<file path="config.mk">
export PLATFORM = sky130hd
export DESIGN_NAME = gnss_ubx_nmea_byte_parser_unit
export DESIGN_NICKNAME = d
export VERILOG_FILES = /design/src/hdl/gubp_pkg.sv /design/src/hdl/gubp_frame.sv /design/src/hdl/gubp_line.sv /design/src/hdl/gnss_ubx_nmea_byte_parser_unit.sv
export SDC_FILE = /design/constraint.sdc
export NUM_CORES = 1
export LEC_CHECK = 0
export BUFFER_PORTS_ARGS = -buffer_cell sky130_fd_sc_hd__buf_2
export CAP_MARGIN = 20
export CORE_MARGIN = 5
export CORE_UTILIZATION = 55
export DETAILED_ROUTE_END_ITERATION = 8
export PLACE_DENSITY = 0.75
export SETUP_SLACK_MARGIN = 0.4
export SLEW_MARGIN = 5
export SYNTH_ARGS = -nofsm -noshare
export SYNTH_HDL_FRONTEND = slang
export SYNTH_HIERARCHICAL = 1
export SYNTH_SLANG_ARGS = --single-unit
</file>
<file path="constraint.sdc">
create_clock -name clock -period 9.6 [get_ports clock]
set_input_delay 2.4 -clock clock [delete_from_list [all_inputs] [get_ports clock]]
set_output_delay 2.4 -clock clock [all_outputs]
set_load 0.02 [all_outputs]
</file>
<file path="src/hdl/gubp_pkg.sv">
// ----------------------------------------------------------------------------
// gubp_pkg
// Shared types and constants for the GNSS UBX/NMEA byte parser.
// ----------------------------------------------------------------------------
package gubp_pkg;

   localparam int unsigned BYTE_W     = 8;
   localparam int unsigned OFFSET_W   = 7;
   localparam int unsigned KIND_W     = 2;
   // frame position must reach 7 + 255 after a length change mid-frame
   localparam int unsigned FPOS_W     = 9;
   localparam int unsigned LPOS_W     = 8;
   localparam int unsigned CSR_IDX_W  = 2;

   localparam logic [BYTE_W-1:0] MAX_PAYLOAD = 8'd128;
   localparam logic [LPOS_W-1:0] LINE_MAX    = 8'd128;

   localparam logic [BYTE_W-1:0] SYNC_FIRST  = 8'hB5;
   localparam logic [BYTE_W-1:0] SYNC_SECOND = 8'h62;
   localparam logic [BYTE_W-1:0] CHAR_DOLLAR = 8'h24;
   localparam logic [BYTE_W-1:0] CHAR_CR     = 8'h0D;
   localparam logic [BYTE_W-1:0] CHAR_LF     = 8'h0A;

   // frame positions
   localparam logic [FPOS_W-1:0] POS_CLASS   = 9'd2;
   localparam logic [FPOS_W-1:0] POS_ID      = 9'd3;
   localparam logic [FPOS_W-1:0] POS_LEN_LO  = 9'd4;
   localparam logic [FPOS_W-1:0] POS_LEN_HI  = 9'd5;
   localparam logic [FPOS_W-1:0] POS_PAYLOAD = 9'd6;
   localparam logic [FPOS_W-1:0] POS_IDLE    = 9'd0;

   localparam logic [BYTE_W-1:0] RST_PAYLOAD_LENGTH = 8'd92;
   localparam logic [BYTE_W-1:0] RST_ACCEPT_CLASS   = 8'd1;
   localparam logic [BYTE_W-1:0] RST_ACCEPT_ID      = 8'd7;

   typedef enum logic [CSR_IDX_W-1:0] {
      CSR_PAYLOAD_LENGTH = 2'd0,
      CSR_ACCEPT_CLASS   = 2'd1,
      CSR_ACCEPT_ID      = 2'd2
   } csr_index_type;

   typedef enum logic [KIND_W-1:0] {
      KIND_NONE    = 2'd0,
      KIND_LINE    = 2'd1,
      KIND_PAYLOAD = 2'd2
   } byte_kind_type;

   typedef struct packed {
      logic [BYTE_W-1:0] payload_length;
      logic [BYTE_W-1:0] accept_class;
      logic [BYTE_W-1:0] accept_id;
   } csr_type;

   typedef struct packed {
      logic                payload;
      logic [OFFSET_W-1:0] offset;
      logic                frame_done;
      logic                frame_ok;
      logic                length_rejected;
      logic [BYTE_W-1:0]   frame_class;
      logic [BYTE_W-1:0]   frame_msg_id;
   } frame_res_type;

   typedef struct packed {
      logic                stored;
      logic [OFFSET_W-1:0] offset;
      logic                line_done;
      logic [LPOS_W-1:0]   line_length;
   } line_res_type;

endpackage

</file>
<file path="src/hdl/gubp_frame.sv">
// ----------------------------------------------------------------------------
// gubp_frame
// UBX frame tracker: sync detection, header capture, length check, payload
// offsets and the 8-bit Fletcher checksum.
// ----------------------------------------------------------------------------
module gubp_frame (
   input  logic                      clock,
   input  logic                      reset,
   input  logic                      step,
   input  logic [gubp_pkg::BYTE_W-1:0] rx_byte,
   input  gubp_pkg::csr_type         csr,
   output logic                      in_frame,
   output gubp_pkg::frame_res_type   res
);
   import gubp_pkg::*;

   logic              in_frame_ff, in_frame_in;
   logic [FPOS_W-1:0] pos_ff, pos_in;
   logic              sync_ff, sync_in;
   logic [BYTE_W-1:0] class_ff, class_in;
   logic [BYTE_W-1:0] id_ff, id_in;
   logic [BYTE_W-1:0] len_lo_ff, len_lo_in;
   logic [BYTE_W-1:0] sum_a_ff, sum_a_in;
   logic [BYTE_W-1:0] sum_b_ff, sum_b_in;
   logic [BYTE_W-1:0] check_a_ff, check_a_in;

   logic [BYTE_W-1:0] sum_a_add, sum_b_add;
   logic [FPOS_W-1:0] len_ext, check_a_pos, check_b_pos, pos_inc;
   logic              do_sum;

   assign sum_a_add   = sum_a_ff + rx_byte;
   assign sum_b_add   = sum_b_ff + sum_a_add;
   assign len_ext     = {{(FPOS_W-BYTE_W){1'b0}}, csr.payload_length};
   assign check_a_pos = POS_PAYLOAD + len_ext;
   assign check_b_pos = check_a_pos + 9'd1;
   assign pos_inc     = pos_ff + 9'd1;

   always_comb begin
      in_frame_in = in_frame_ff;
      pos_in      = pos_ff;
      class_in    = class_ff;
      id_in       = id_ff;
      len_lo_in   = len_lo_ff;
      check_a_in  = check_a_ff;
      do_sum      = 1'b0;
      res         = '0;

      if (in_frame_ff) begin
         if (pos_ff == POS_CLASS) begin
            class_in = rx_byte;
            do_sum   = 1'b1;
            pos_in   = POS_ID;
         end else if (pos_ff == POS_ID) begin
            id_in  = rx_byte;
            do_sum = 1'b1;
            pos_in = POS_LEN_LO;
         end else if (pos_ff == POS_LEN_LO) begin
            len_lo_in = rx_byte;
            do_sum    = 1'b1;
            pos_in    = POS_LEN_HI;
         end else if (pos_ff == POS_LEN_HI) begin
            do_sum = 1'b1;
            if (rx_byte != '0 || len_lo_ff != csr.payload_length ||
                csr.payload_length > MAX_PAYLOAD) begin
               in_frame_in         = 1'b0;
               res.length_rejected = 1'b1;
            end
            pos_in = POS_PAYLOAD;
         end else if (pos_ff >= POS_PAYLOAD && pos_ff < check_a_pos) begin
            do_sum      = 1'b1;
            res.payload = 1'b1;
            res.offset  = OFFSET_W'(pos_ff - POS_PAYLOAD);
            pos_in      = pos_inc;
         end else if (pos_ff == check_a_pos) begin
            check_a_in = rx_byte;
            pos_in     = pos_inc;
         end else if (pos_ff == check_b_pos) begin
            res.frame_done = 1'b1;
            res.frame_ok   = (class_ff == csr.accept_class) && (id_ff == csr.accept_id) &&
                             (check_a_ff == sum_a_ff) && (rx_byte == sum_b_ff);
            pos_in      = POS_IDLE;
            in_frame_in = 1'b0;
         end else begin
            in_frame_in = 1'b0;
            pos_in      = POS_IDLE;
         end
      end

      sum_a_in = do_sum ? sum_a_add : sum_a_ff;
      sum_b_in = do_sum ? sum_b_add : sum_b_ff;

      // a completed sync pair restarts the frame, whatever came before
      if (rx_byte == SYNC_SECOND && sync_ff) begin
         in_frame_in = 1'b1;
         pos_in      = POS_CLASS;
         sum_a_in    = '0;
         sum_b_in    = '0;
      end
      sync_in = (rx_byte == SYNC_FIRST);

      res.frame_class  = class_in;
      res.frame_msg_id = id_in;
   end

   always_ff @(posedge clock) begin
      if (reset) begin
         in_frame_ff <= 1'b0;
         pos_ff      <= '0;
         sync_ff     <= 1'b0;
         class_ff    <= '0;
         id_ff       <= '0;
         len_lo_ff   <= '0;
         sum_a_ff    <= '0;
         sum_b_ff    <= '0;
         check_a_ff  <= '0;
      end else if (step) begin
         in_frame_ff <= in_frame_in;
         pos_ff      <= pos_in;
         sync_ff     <= sync_in;
         class_ff    <= class_in;
         id_ff       <= id_in;
         len_lo_ff   <= len_lo_in;
         sum_a_ff    <= sum_a_in;
         sum_b_ff    <= sum_b_in;
         check_a_ff  <= check_a_in;
      end
   end

   assign in_frame = in_frame_ff;

endmodule

</file>
<file path="src/hdl/gubp_line.sv">
// ----------------------------------------------------------------------------
// gubp_line
// NMEA text line assembler: character offsets and line length on CR/LF.
// ----------------------------------------------------------------------------
module gubp_line (
   input  logic                        clock,
   input  logic                        reset,
   input  logic                        step,
   input  logic                        in_frame,
   input  logic [gubp_pkg::BYTE_W-1:0] rx_byte,
   output gubp_pkg::line_res_type      res
);
   import gubp_pkg::*;

   logic [LPOS_W-1:0] pos_ff, pos_in;
   logic [LPOS_W-1:0] base;

   // '$' or a full line starts over at offset zero
   assign base = (rx_byte == CHAR_DOLLAR || pos_ff >= LINE_MAX) ? '0 : pos_ff;

   always_comb begin
      pos_in = pos_ff;
      res    = '0;
      if (!in_frame) begin
         if (rx_byte == CHAR_CR || rx_byte == CHAR_LF) begin
            if (pos_ff != '0) begin
               res.line_done   = 1'b1;
               res.line_length = pos_ff;
               pos_in          = '0;
            end
         end else begin
            res.stored = 1'b1;
            res.offset = base[OFFSET_W-1:0];
            pos_in     = base + 8'd1;
         end
      end
   end

   always_ff @(posedge clock) begin
      if (reset) begin
         pos_ff <= '0;
      end else if (step) begin
         pos_ff <= pos_in;
      end
   end

endmodule

</file>
<file path="src/hdl/gnss_ubx_nmea_byte_parser_unit.sv">
// ----------------------------------------------------------------------------
// gnss_ubx_nmea_byte_parser_unit
// Byte parser for a GNSS receiver stream: UBX frames and NMEA text lines.
// ----------------------------------------------------------------------------
// Takes one received byte per clock and gives one result per byte, at a
// sustained rate of one transfer per cycle while rsp_stall stays low. A
// byte is captured in an input register, parsed in the following cycle
// against the frame and line state, and the result lands in an output
// register that drives rsp_valid. When the result register is stalled,
// the input register holds its byte and req_stall rises; otherwise the two
// sides run independently. Configuration writes are taken in any cycle
// (csr_ready is always high) and should only be issued while the parser is
// idle; indices outside the register list are ignored.
module gnss_ubx_nmea_byte_parser_unit (
   input  logic                           clock,
   input  logic                           reset,
   // byte input
   input  logic                           req_valid,
   output logic                           req_stall,
   input  logic [gubp_pkg::BYTE_W-1:0]    req_rx_byte,
   // result output
   output logic                           rsp_valid,
   input  logic                           rsp_stall,
   output logic [gubp_pkg::KIND_W-1:0]    rsp_byte_kind,
   output logic [gubp_pkg::BYTE_W-1:0]    rsp_data_byte,
   output logic [gubp_pkg::OFFSET_W-1:0]  rsp_byte_offset,
   output logic                           rsp_line_done,
   output logic [gubp_pkg::LPOS_W-1:0]    rsp_line_length,
   output logic                           rsp_frame_done,
   output logic                           rsp_frame_ok,
   output logic [gubp_pkg::BYTE_W-1:0]    rsp_frame_class,
   output logic [gubp_pkg::BYTE_W-1:0]    rsp_frame_msg_id,
   output logic                           rsp_length_rejected,
   // configuration
   input  logic                           csr_valid,
   output logic                           csr_ready,
   input  logic [gubp_pkg::CSR_IDX_W-1:0] csr_index,
   input  logic [gubp_pkg::BYTE_W-1:0]    csr_data
);
   import gubp_pkg::*;

   csr_type           csr_ff, csr_in;
   logic              in_valid_ff, in_valid_in;
   logic [BYTE_W-1:0] in_byte_ff, in_byte_in;
   logic              out_valid_ff, out_valid_in;

   logic [KIND_W-1:0]   kind_ff, kind_in;
   logic [BYTE_W-1:0]   data_ff;
   logic [OFFSET_W-1:0] offset_ff, offset_in;
   logic                ldone_ff;
   logic [LPOS_W-1:0]   llen_ff;
   logic                fdone_ff, fok_ff, lrej_ff;
   logic [BYTE_W-1:0]   fclass_ff, fid_ff;

   logic          advance, step, in_frame;
   frame_res_type frame_res;
   line_res_type  line_res;

   // ---- configuration ----
   assign csr_ready = 1'b1;

   always_comb begin
      csr_in = csr_ff;
      if (csr_valid) begin
         unique case (csr_index)
            CSR_PAYLOAD_LENGTH: csr_in.payload_length = csr_data;
            CSR_ACCEPT_CLASS:   csr_in.accept_class   = csr_data;
            CSR_ACCEPT_ID:      csr_in.accept_id      = csr_data;
            default:            csr_in                = csr_ff;
         endcase
      end
   end

   always_ff @(posedge clock) begin
      if (reset) begin
         csr_ff.payload_length <= RST_PAYLOAD_LENGTH;
         csr_ff.accept_class   <= RST_ACCEPT_CLASS;
         csr_ff.accept_id      <= RST_ACCEPT_ID;
      end else begin
         csr_ff <= csr_in;
      end
   end

   // ---- pipeline control ----
   assign advance   = !out_valid_ff || !rsp_stall;
   assign step      = in_valid_ff && advance;
   assign req_stall = in_valid_ff && !advance;

   assign in_valid_in  = (req_valid && !req_stall) || (in_valid_ff && !advance);
   assign in_byte_in   = (req_valid && !req_stall) ? req_rx_byte : in_byte_ff;
   assign out_valid_in = advance ? in_valid_ff : out_valid_ff;

   always_ff @(posedge clock) begin
      if (reset) begin
         in_valid_ff  <= 1'b0;
         out_valid_ff <= 1'b0;
      end else begin
         in_valid_ff  <= in_valid_in;
         out_valid_ff <= out_valid_in;
      end
   end

   always_ff @(posedge clock) begin
      in_byte_ff <= in_byte_in;
   end

   // ---- parsers ----
   gubp_frame u_frame (
      .clock    (clock),
      .reset    (reset),
      .step     (step),
      .rx_byte  (in_byte_ff),
      .csr      (csr_ff),
      .in_frame (in_frame),
      .res      (frame_res)
   );

   gubp_line u_line (
      .clock    (clock),
      .reset    (reset),
      .step     (step),
      .in_frame (in_frame),
      .rx_byte  (in_byte_ff),
      .res      (line_res)
   );

   always_comb begin
      if (frame_res.payload) begin
         kind_in   = KIND_PAYLOAD;
         offset_in = frame_res.offset;
      end else if (line_res.stored) begin
         kind_in   = KIND_LINE;
         offset_in = line_res.offset;
      end else begin
         kind_in   = KIND_NONE;
         offset_in = '0;
      end
   end

   // ---- result register ----
   always_ff @(posedge clock) begin
      if (step) begin
         kind_ff   <= kind_in;
         data_ff   <= in_byte_ff;
         offset_ff <= offset_in;
         ldone_ff  <= line_res.line_done;
         llen_ff   <= line_res.line_length;
         fdone_ff  <= frame_res.frame_done;
         fok_ff    <= frame_res.frame_ok;
         lrej_ff   <= frame_res.length_rejected;
         fclass_ff <= frame_res.frame_class;
         fid_ff    <= frame_res.frame_msg_id;
      end
   end

   assign rsp_valid           = out_valid_ff;
   assign rsp_byte_kind       = kind_ff;
   assign rsp_data_byte       = data_ff;
   assign rsp_byte_offset     = offset_ff;
   assign rsp_line_done       = ldone_ff;
   assign rsp_line_length     = llen_ff;
   assign rsp_frame_done      = fdone_ff;
   assign rsp_frame_ok        = fok_ff;
   assign rsp_frame_class     = fclass_ff;
   assign rsp_frame_msg_id    = fid_ff;
   assign rsp_length_rejected = lrej_ff;

   // ---- assertions ----
   // line and frame events come from exclusive modes
   a_done_exclusive: assert property (@(posedge clock) disable iff (reset)
      rsp_valid |-> !(rsp_line_done && rsp_frame_done))
      else $error("line and frame completion on the same byte");

   a_ok_needs_done: assert property (@(posedge clock) disable iff (reset)
      rsp_valid && rsp_frame_ok |-> rsp_frame_done)
      else $error("frame_ok without frame_done");

   a_offset_unstored: assert property (@(posedge clock) disable iff (reset)
      rsp_valid && rsp_byte_kind == KIND_NONE |-> rsp_byte_offset == '0)
      else $error("offset reported for an unstored byte");

   // a held input byte must not be overwritten while the output is blocked
   a_hold_input: assert property (@(posedge clock) disable iff (reset)
      in_valid_ff && out_valid_ff && rsp_stall |=> in_valid_ff && $stable(in_byte_ff))
      else $error("input register lost a byte under back-pressure");

endmodule

</file>
Yosys cells after proc, flatten, opt, wreduce, memory -nomap -nowiden

Cells that the tools add are included.

Output and inout port bits: 48
Bits of input ports: 23
Logic and storage cells: 154
Register bits after elaboration: 146

Multiplexer cells: 53
Reductions and logical operators: 36
Equal/unequal tests: 19
Bitwise logic cells: 9
Add/subtract/negate cells: 7
Magnitude comparators: 4

Operator list:

| cell                  | number |
|---|---|
| $mux W8               | 14 |
| $mux W9               | 10 |
| $mux W11              | 4 |
| $eq A8 B8 Y1          | 4 |
| $add A9 B1 Y9 const B | 2 |
| $eq A9 B2 Y1 const B  | 2 |
| $eq A9 B3 Y1 const B  | 2 |
| $eq A9 B9 Y1          | 2 |
| $mux W1               | 18 |
| $mux W17              | 1 |
| $add A8 B8 Y8         | 2 |
| $eq A8 B4 Y1 const B  | 2 |
| $reduce_bool A8 Y1    | 2 |
| $mux W7               | 2 |
| $mux W10              | 1 |
| $reduce_and A2 Y1     | 5 |
| $add A3 B8 Y9 const A | 1 |
| $ge A9 B3 Y1 const B  | 1 |
| $lt A9 B9 Y1          | 1 |
| $not A1 Y1            | 9 |
| $add A8 B1 Y8 const B | 1 |
| $eq A8 B6 Y1 const B  | 1 |
| $eq A8 B7 Y1 const B  | 1 |
| $eq A8 B8 Y1 const B  | 1 |
| 21 further kinds      | 39 |

Logic depth before layout (Yosys ltp)

Gate-level depths: netlist of the first run.

Depth in word-level cells: 13
Gate-level depth with buffers: 15
Gate-level depth less buffers: 14

Modules after synthesis

The synthesis of the first run kept the hierarchy.

By module, submodules not included:

| module                         | instances | area each (µm²) | cells each | seq. area each (µm²) |
|---|---|---|---|---|
| gubp_frame                     | 1         | 4509.3          | 563        | 1181.1 |
| gnss_ubx_nmea_byte_parser_unit | 1         | 2778.9          | 177        | 2112.0 |
| gubp_line                      | 1         | 680.7           | 91         | 160.2 |

Worst setup path after synthesis of the first run

Ideal clock, no wire load.

Path kind: input -> register
Start: input port rsp_stall
End: register u_frame.pos_ff[8]
Stages on the path: 7
Buffers on the path: 1
Data required time: 9530 ps
Data arrival time: 7377 ps
Setup time: 70 ps
Path slack: 2153 ps
Cells stage by stage: a21boi_0 clkbuf_1 inv_1 a21oi_4 o211ai_4 or4b_1 a21oi_1

Cells in the longest elaborated chain, start to end: 4

RTL lines:

| element                            | line                                 | RTL |
|---|---|---|
| start, declared                    | gnss_ubx_nmea_byte_parser_unit.sv:23 | `input logic rsp_stall,` |
| $logic_not A1 Y1                   | gnss_ubx_nmea_byte_parser_unit.sv:85 | `assign advance = !out_valid_ff \|\| !rsp_stall;` |
| $logic_or A1 B1 Y1                 | gnss_ubx_nmea_byte_parser_unit.sv:85 |  |
| $logic_and A1 B1 Y1                | gnss_ubx_nmea_byte_parser_unit.sv:86 | `assign step = in_valid_ff && advance;` |
| $reduce_and A2 Y1 (no source line) | -                                    |  |
| end signal, assigned               | gubp_frame.sv:118                    | `pos_ff <= pos_in;` |
| end, declared                      | gubp_frame.sv:18                     | `logic [FPOS_W-1:0] pos_ff, pos_in;` |

Every way passes these cells.
A chain may end at the register's enable or synchronous reset.

Final worst setup path of the first run

Start: input port rsp_stall
End: output port req_stall

Cells in the longest elaborated chain, start to end: 4

RTL lines:

| element             | line                                 | RTL |
|---|---|---|
| $logic_not A1 Y1    | gnss_ubx_nmea_byte_parser_unit.sv:85 |  |
| $logic_or A1 B1 Y1  | gnss_ubx_nmea_byte_parser_unit.sv:85 |  |
| $logic_not A1 Y1    | gnss_ubx_nmea_byte_parser_unit.sv:87 | `assign req_stall = in_valid_ff && !advance;` |
| $logic_and A1 B1 Y1 | gnss_ubx_nmea_byte_parser_unit.sv:87 |  |
| end, declared       | gnss_ubx_nmea_byte_parser_unit.sv:19 | `output logic req_stall,` |

Every way passes these cells.

==> results of run 1 <==
-- worst reg2reg max path: cells and delay by family (launching register included) --
kind	cells	cell delay (ps)
AO/OA/AOI/OAI	3	540
flip-flops	1	490
AND/OR/NAND/NOR	4	1440
buffers and inverters	3	630
XOR/XNOR	1	310
adder cells (fa/ha/maj)	2	590
-- synthesized netlist by cell type, drive strengths merged (12+ instances only) --
cell / n / area [um2]
buf: 21 / 126.4
xnor2: 56 / 490.5
o21ai: 28 / 140.1
nand2b: 29 / 181.4
nand2: 76 / 285.3
nand3: 21 / 105.1
mux2i: 32 / 320.3
xor2: 12 / 105.1
nor2: 71 / 266.5
edfxtp: 53 / 1592
and2: 16 / 101.4
nand4: 19 / 118.9
ha: 33 / 412.9
nor3: 21 / 131.4
clkbuf: 24 / 91.33
dfxtp: 93 / 1862
inv: 26 / 97.59
a21oi: 62 / 321.6
mux2: 17 / 191.4
nor4: 15 / 133.9
-- cell families after synthesis --
logic type | after synthesis
multiplexers | 49
flip-flops | 146
XOR/XNOR | 68
AO/OA/AOI/OAI | 146
AND/OR/NAND/NOR | 315
buffers and inverters | 71
adder cells (fa/ha/maj) | 35
other | 1
-- state kept, by name, indices dropped and copies added (netlist names), 2 cells and up --
signal              cells
u_frame/sum_a_ff        8
u_frame/pos_ff          9
rsp_byte_kind           2
u_frame/id_ff           8
u_frame/sum_b_ff        8
u_frame/check_a_ff      8
rsp_line_length         8
u_frame/len_lo_ff       8
u_frame/class_ff        8
rsp_data_byte           8
rsp_frame_msg_id        8
in_byte_ff              8
u_line/pos_ff           8
rsp_byte_offset         7
rsp_frame_class         8
csr_ff                 24
-- area by class of cell --
type                       instances  area [um2]  area share [%]
timing repair buffer              76       397.9           4.434
clock inverter                    14       153.9           1.715
multi-input combinational        614        4212           46.93
sequential                       146        3453           38.48
tap                              184       230.2           2.566
clock buffer                      18       429.2           4.782
inverter                          26       97.59           1.088
-- how the worst max path moves through the flow --
stage | cells past startpoint | end | start | slack, ps
6_report | 4 | req_stall | rsp_stall | 4320
5_1_grt | 4 | req_stall | rsp_stall | 4290
4_1_cts | 4 | req_stall | rsp_stall | 4320
3_5_place_dp | 8 | u_frame/sum_b_ff[7] | rsp_stall | 4080
3_3_place_gp | 8 | u_frame/sum_b_ff[7] | rsp_stall | 4160
2_1_floorplan | 7 | u_frame/pos_ff[8] | rsp_stall | 2150
-- report_power, final --
part	total, mW	leakage (nW)	switching (mW)	internal [mW]
combinational	0.0924	1.77	0.0584	0.0340
sequential	0.670	1.26	0.0151	0.655
clock	0.656	0.283	0.270	0.386
total	1.42	3.31	0.344	1.07
-- per-layer routing --
layer | vias to the layer above | routed length, um | track usage [%]
met5 | - | 0 | 0
met4 | 0 | 475 | 8.893
met3 | 28 | 1289 | 5.407
met2 | 237 | 9350 | 37.39
met1 | 2983 | 8655 | 32.41
li1 | 3064 | - | -
-- metrics by stage --
step           worst slack (ps)  util (%)  hold slack [ps]
3_3_place_gp               4164     58.34            463.0
3_5_place_dp               4078     58.34            469.3
2_1_floorplan              2153         -            440.8
6_report                   4318     62.45            477.5
4_1_cts                    4324     62.40            478.0
5_1_grt                    4289     62.45            507.3
==> run metrics, run 1 <==
Die W=about 130 um; CP most frequent cell=sky130_fd_sc_hd__buf_2; worst reg2reg endpoint=rsp_byte_offset[3]; vias in the first global route=between 5000 and 6000; Final Slew Violations=0; power density over the cells=~160 mW/mm2; cell depth of the worst hold path=2; initial antenna violation count=0; Worst Tran Pin Value=between 1000 and 1500 ps; Post-route DRC=0; endpoints failing setup=0; Worst Skew=about 12 ps; Synth warnings=6; unrepaired setup endpoints after global routing=no; clock insertion delay at the later pin of the skew report=approximately 420 ps; total chip power=between 1 and 1.5 mW; Compound-Gate Fraction of Synth Area=a little under an eighth; Post-Syn Area per Cell=9.590 um2; most frequent standard cell in the layout excluding fill and tap cells=sky130_fd_sc_hd__dfxtp_1; final antenna diode count=0; CTS HTree Levels=4; cell area after placement=0.008383 mm2; worst slew margin relative to its limit=between 20% and 30%; total non-filler cell area in the finished layout=~0.0090 mm2; critical path launch point type=primary input; leakage component of the power=~3.3 nW; pin count of the biggest net entering global routing=~110; Post-Synth Simple-Gate Area=roughly a fifth; capturing element type of the critical path=output pin; Final Non-Filler Cells=approximately 1100; fraction of layout instances using a drive strength above 1=roughly 16%; largest family of logic cells by synthesized area=simple AND/OR/NAND/NOR gates; relative area change from synthesis to final layout=12.61%; summed negative setup slack over all endpoints=0 ps; gp weighted congestion=between 0.8 and 0.9; fillcell total=roughly 1200; total buffers and inverters traversed by the critical path=3; vertical die dimension=about 130 um; Final Hold Viols=0; standard cell with the maximum stage delay on the critical path=sky130_fd_sc_hd__buf_2; largest buffer count on any clock path=2; TritonCTS clock tree=built; Final Cycle Share=a little under three fifths; area share of fa/ha/maj cells after synthesis=between 5 and 6%; Sinks on Clock Net=between 100 and 150; most instantiated flip-flop cell in the synthesis netlist=sky130_fd_sc_hd__dfxtp_1; area enclosed by the die boundary=0.01700 mm2; drt wl/cell=18.34 um; Overflow after GRT=0; floorplan core area=about 0.014 mm2; drt initial violations=567; Max VDD drop=between 0.1 and 0.15 mV; number of cells on the worst reg-to-reg path=13; launch point of the worst hold path=u_frame/id_ff[2]; max-cap viol count=0; register bit count reported by yosys=146; Cell variety after synth=between 70 and 80; share of cell area taken by muxes after synthesis=under 10%; vias per std cell=approximately 6; post-layout minimum cycle time=about 5300 ps; data required time at the worst endpoint=~7000 ps; Max stage delay on crit path=160 ps; total routed wirelength=between 15000 and 20000 um; HPWL after detailed placement=about 13000 um; status=complete, no violations; launch instance of the worst register-to-register path=csr_ff[17]; Worst Path Max Fanout=3; Crit Path Class=in -> out; remaining antenna violation count after routing=0; nets in the synthesized netlist=roughly 900; post-synthesis share of cell area spent on xor and xnor gates=7.474%; # hold bufs at CTS=0; Final #Nets=939; Async SR Flop Fraction=0%; critical path's top delay family=buffers and inverters; most frequent cells in the layout=sky130_fd_sc_hd__dfxtp_1, sky130_fd_sc_hd__nand2_1, sky130_fd_sc_hd__nor2_1, sky130_fd_sc_hd__buf_2, sky130_fd_sc_hd__a21oi_1; Post-synth EDFFs=53; number of top-level design ports=71; GRT Resource Usage Total=a little under a quarter; crit path cell chain=buf_2, nand3_1, inv_1, buf_2; synthesized cell area=0.007969 mm2; DR pass1 iterations=6; PortBufs=between 60 and 70; sink of the worst hold path=u_frame/id_ff[2]; total vias in the final route=roughly 6300; Max Clk Rate=roughly 0.19 GHz; clock root buffer=sky130_fd_sc_hd__clkbuf_16; worst min path class=reg -> reg; Post-CTS Resized=0; clk slew on worst S/H paths=approximately 60 ps; number of placed instances with taps included=1045; post-CTS setup-driven buffer insertion count=0; post-synthesis cell count=a little over 800; Initial Util=55.46%; global-route wire length before repair=about 31000 um; sequential-to-total area share from yosys stat=between 40% and 50%; R2R setup slack=around 5400 ps; number of cell rows=44; arrival time of data at the critical path endpoint=roughly 2900 ps; Num CTS Buffers=17
Note: power is estimated with default switching activity, not from simulation.
==> inputs of run 2 (changes only) <==
--- a/config.mk
+++ b/config.mk
@@ -5,12 +5,13 @@
 export SDC_FILE = /design/constraint.sdc
 export NUM_CORES = 1
 export LEC_CHECK = 0
+export ABC_AREA = 1
 export BUFFER_PORTS_ARGS = -buffer_cell sky130_fd_sc_hd__buf_2
 export CAP_MARGIN = 20
 export CORE_MARGIN = 5
 export CORE_UTILIZATION = 55
 export DETAILED_ROUTE_END_ITERATION = 8
-export PLACE_DENSITY = 0.75
+export PLACE_DENSITY = 0.74
 export SETUP_SLACK_MARGIN = 0.4
 export SLEW_MARGIN = 5
 export SYNTH_ARGS = -nofsm -noshare
==> constraint.sdc (replaced) <==
create_clock -name clock -period 5.3 [get_ports clock]
set_input_delay 1.325 -clock clock [delete_from_list [all_inputs] [get_ports clock]]
set_output_delay 1.325 -clock clock [all_outputs]
set_load 0.02 [all_outputs]
==> run 2 against run 1 <==
  * Routed wire length is 5.0% higher
  * Cell count rose by 26%
  * Clock power rose by 92%
  * Via count is 17% higher
  * Clock-buffer cell count unchanged
  * Core utilization increased by 1.2 points
  * Combinational power rose to 2.6 times the previous value
  * Sequential cell count did not move
  * Critical path type is now reg -> reg
  * Largest power group is now clock
==> run metrics, run 2 <==
status=complete, no violations; Max Clk Rate=0.2886 GHz; clock insertion delay at the later pin of the skew report=430 ps (about the same); pre-CTS setup slack=1896 ps (-2182 ps); power density over the cells=294.9 mW/mm2 (+87%); gp weighted congestion=0.9056 (+3.8%); vias per std cell=5.449 (-6.9%); clk slew on worst S/H paths=70 ps (about the same); Compound-Gate Fraction of Synth Area=12.15% (+0.44 points); register bit count reported by yosys=146 (unchanged); drt initial violations=689 (+22%); Sinks on Clock Net=146 (unchanged); total routed wirelength=20770 um (+5.0%); GRT Resource Usage Total=23.90% (+0.088 points); global-route met2 utilization=37.09% (-0.30 points); most frequent cell after synthesis=sky130_fd_sc_hd__nand2_1; post-CTS setup-driven buffer insertion count=0 (unchanged); cell depth of the worst hold path=2 (unchanged); floorplan core area=0.01459 mm2 (+1.5%); critical path's top delay family=simple AND/OR/NAND/NOR gates; Max stage delay on crit path=740 ps (+580 ps); largest family of logic cells by synthesized area=simple AND/OR/NAND/NOR gates; crit path cell chain=inv_1, ha_1, nand3b_1, nor2_1, nand2_1, xor2_1, ha_1, nand2_1, nor2_1, nand2_1, nand2_1, nor2_1, nand3_1, inv_1, nor2_2, nor2_1, nand3_1, a21oi_1; most frequent cells in the layout=sky130_fd_sc_hd__nand2_1, sky130_fd_sc_hd__inv_1, sky130_fd_sc_hd__nor2_1, sky130_fd_sc_hd__dfxtp_1, sky130_fd_sc_hd__a21oi_1; Num CTS Buffers=17 (unchanged); net switching power=724.4 uW (+110%); Final #Nets=1216 (+29%); number of cells on the worst reg-to-reg path=18 (+5); most frequent standard cell in the layout excluding fill and tap cells=sky130_fd_sc_hd__nand2_1; post-synthesis share of cell area spent on xor and xnor gates=2.988% (-4.5 points); synthesized cell area=0.008207 mm2 (+3.0%); nets in the synthesized netlist=1154 (+30%); most instantiated flip-flop cell in the synthesis netlist=sky130_fd_sc_hd__dfxtp_1; met1 GRT Util=33.24% (+0.82 points); leakage component of the power=4.255 nW (+29%); total buffers and inverters traversed by the critical path=2 (-1); data required time at the worst endpoint=5650 ps (-1550 ps); area enclosed by the die boundary=0.01746 mm2 (+2.7%); Max VDD drop=0.2388 mV (+77%); Initial Util=56.25% (+0.79 points); HPWL after detailed placement=15020 um (+12%); Regs by FF count=csr_ff: 24 flops, u_frame/pos_ff: 9 flops; area share of fa/ha/maj cells after synthesis=5.519% (-0.16 points); Post-route DRC=0 (unchanged); critical path launch point type=register; Synth warnings=6 (unchanged); pin count of the biggest net entering global routing=65 (-40%); summed negative setup slack over all endpoints=0 ps (unchanged); fraction of layout instances using a drive strength above 1=13.07% (-3.2 points); unrepaired setup endpoints after global routing=no; Post-Synth Simple-Gate Area=28.11% (+6.7 points); Cell variety after synth=48 (-32%); max-cap viol count=0 (unchanged); Post-Syn Area per Cell=7.488 um2 (-22%); vertical die dimension=132.2 um (+1.4%); Post-synth EDFFs=53 (unchanged); Async SR Flop Fraction=0% (unchanged); Final Hold Viols=0 (unchanged); fraction of power consumed by the clock network=46.0% (-0.3 points); post-synthesis cell count=1096 (+32%); sequential-to-total area share from yosys stat=42.08% (-1.3 points); PortBufs=69 (unchanged); clock root buffer=sky130_fd_sc_hd__clkbuf_16; Post-CTS Resized=0 (unchanged); GRT met3 Usage=5.305% (-0.10 points); sequential share of power=45.2% (-2.0 points); share of cell area taken by muxes after synthesis=0% (-6.4 points); instance count on the critical path=18 (+14); arrival time of data at the critical path endpoint=3820 ps (+940 ps); Worst Path Max Fanout=11 (+8); most crowded layer after global routing=met2; drt wl/cell=15.33 um (-16%); Largest Register=csr_ff; final antenna diode count=0 (unchanged); Overflow after GRT=0 (unchanged); remaining antenna violation count after routing=0 (unchanged); DR pass1 iterations=7 (+1); number of top-level design ports=71 (unchanged); synth top area cells=sky130_fd_sc_hd__dfxtp_1, sky130_fd_sc_hd__edfxtp_1, sky130_fd_sc_hd__nand2_1; switching share of total power=26.47% (+2.2 points); sequential standard cell area=0.003453 mm2 (unchanged); area of the multi-input gates=0.004014 mm2 (-4.7%); standard cell with the maximum stage delay on the critical path=sky130_fd_sc_hd__nor2_1; initial antenna violation count=0 (unchanged); Final Slew Violations=0 (unchanged); final core utilization=63.62% (+1.2 points); endpoints failing setup=0 (unchanged); Worst Skew=8.091 ps (-3.951 ps); vias in the first global route=6866 (+17%); global-route wire length before repair=34030 um (+8.1%); top cell types by occurrence after synthesis=sky130_fd_sc_hd__nand2_1, sky130_fd_sc_hd__inv_1, sky130_fd_sc_hd__nor2_1, sky130_fd_sc_hd__dfxtp_1, sky130_fd_sc_hd__a21oi_1; # hold bufs at CTS=0 (unchanged); capturing element type of the critical path=register; portion of total power attributed to combinational logic=8.7% (+2.2 points); worst min path class=reg -> reg; fillcell total=1271 (+8.0%); post-layout minimum cycle time=around 3500 ps; Final Cycle Share=65.38%; Die W=132.2 um (+1.4%); worst slew margin relative to its limit=33.65% (+4.7 points); Worst Tran Pin Value=991.7 ps (-73.50 ps); number of flip-flops under the largest register name=24 (unchanged); leading area contributor after synthesis=sky130_fd_sc_hd__dfxtp_1; CTS HTree Levels=4 (unchanged); relative area change from synthesis to final layout=13.10%; Crit Path Class=reg -> reg; total vias in the final route=7384 (+17%); Int Pwr=2.013 mW (+87%); Setup WS post-layout=1835 ps (-2483 ps); largest buffer count on any clock path=2 (unchanged); TritonCTS clock tree=built; area fraction of the dominant cell type after synthesis=22.69% (-0.68 points); number of cell rows=44 (unchanged)
run 2: cell count changes after synthesis, sizes merged, moves of 12 or more:
| cell | change |
|---|---|
| nand3 | +42 |
| mux2i | -32 |
| and2 | -15 |
| inv | +130 |
| clkbuf | -12 |
| xnor2 | -50 |
| a21oi | +25 |
| mux2 | -17 |
| o21ai | +56 |
| nor2 | +46 |
| nand2 | +181 |
| nand2b | -29 |
run 2: final timing paths:
check / slack (ps) / endpoint / from
worst max-delay path: 1830 / u_frame/sum_b_ff[5] / csr_ff[17]
worst min-delay path: 470 / u_line/pos_ff[6] / u_line/pos_ff[6]
worst max register to register: 1830 / u_frame/sum_b_ff[5] / csr_ff[17]
worst min register to register: 470 / u_line/pos_ff[6] / u_line/pos_ff[6]
run 2: routing by layer:
metal  wire, um  up-vias  part of all wire, %
met3       1582       51                  7.6
li1           -     3719                    -
met5          0        -                    0
met4        481        0                  2.3
met2       9206      281                   44
met1       9495     3333                   46
run 2: per-stage QoR:
stage | hold slack [ps] | area [um2] | std cells | power, mW
6_report | 466.9 | 9281 | 1355 | 2.737
3_3_place_gp | 455.8 | 8653 | 1323 | 1.493
5_1_grt | 502.1 | 9281 | 1355 | 2.843
3_5_place_dp | 456.9 | 8653 | 1323 | 1.497
4_1_cts | 467.4 | 9281 | 1355 | 2.749
2_1_floorplan | 442.8 | 8209 | 1096 | 1.422
run 2: final cells by class:
type / count / share of cell area (%)
clock buffer: 18 / 4.732
clock inverter: 14 / 2.036
inverter: 158 / 6.417
multi-input combinational: 764 / 43.25
sequential: 146 / 37.21
tap: 184 / 2.480
timing repair buffer: 71 / 3.882
run 2: kinds of logic (layout without fill, tap and decap cells):
family	count (synthesis)	count (layout)
other cells	1	1
fa+ha+maj	35	35
compound gates	189	189
simple gates	511	511
buf+inv	186	261
xor+xnor	28	28
flops	146	146
run 2: power by group through the flow:
stage               logic (mW)  registers, mW  clock network [mW]
finish                   0.239           1.24                1.26
global route             0.271           1.24                1.33
CTS                      0.238           1.24                1.27
detailed placement       0.236           1.26                   0
global placement         0.232           1.26                   0
floorplan                0.155           1.27                   0
run 2: worst min-delay path: stages (launching register included):
cell	delay (ps)
sky130_fd_sc_hd__dfxtp_1	310
sky130_fd_sc_hd__nand2_1	60
sky130_fd_sc_hd__a21oi_1	50
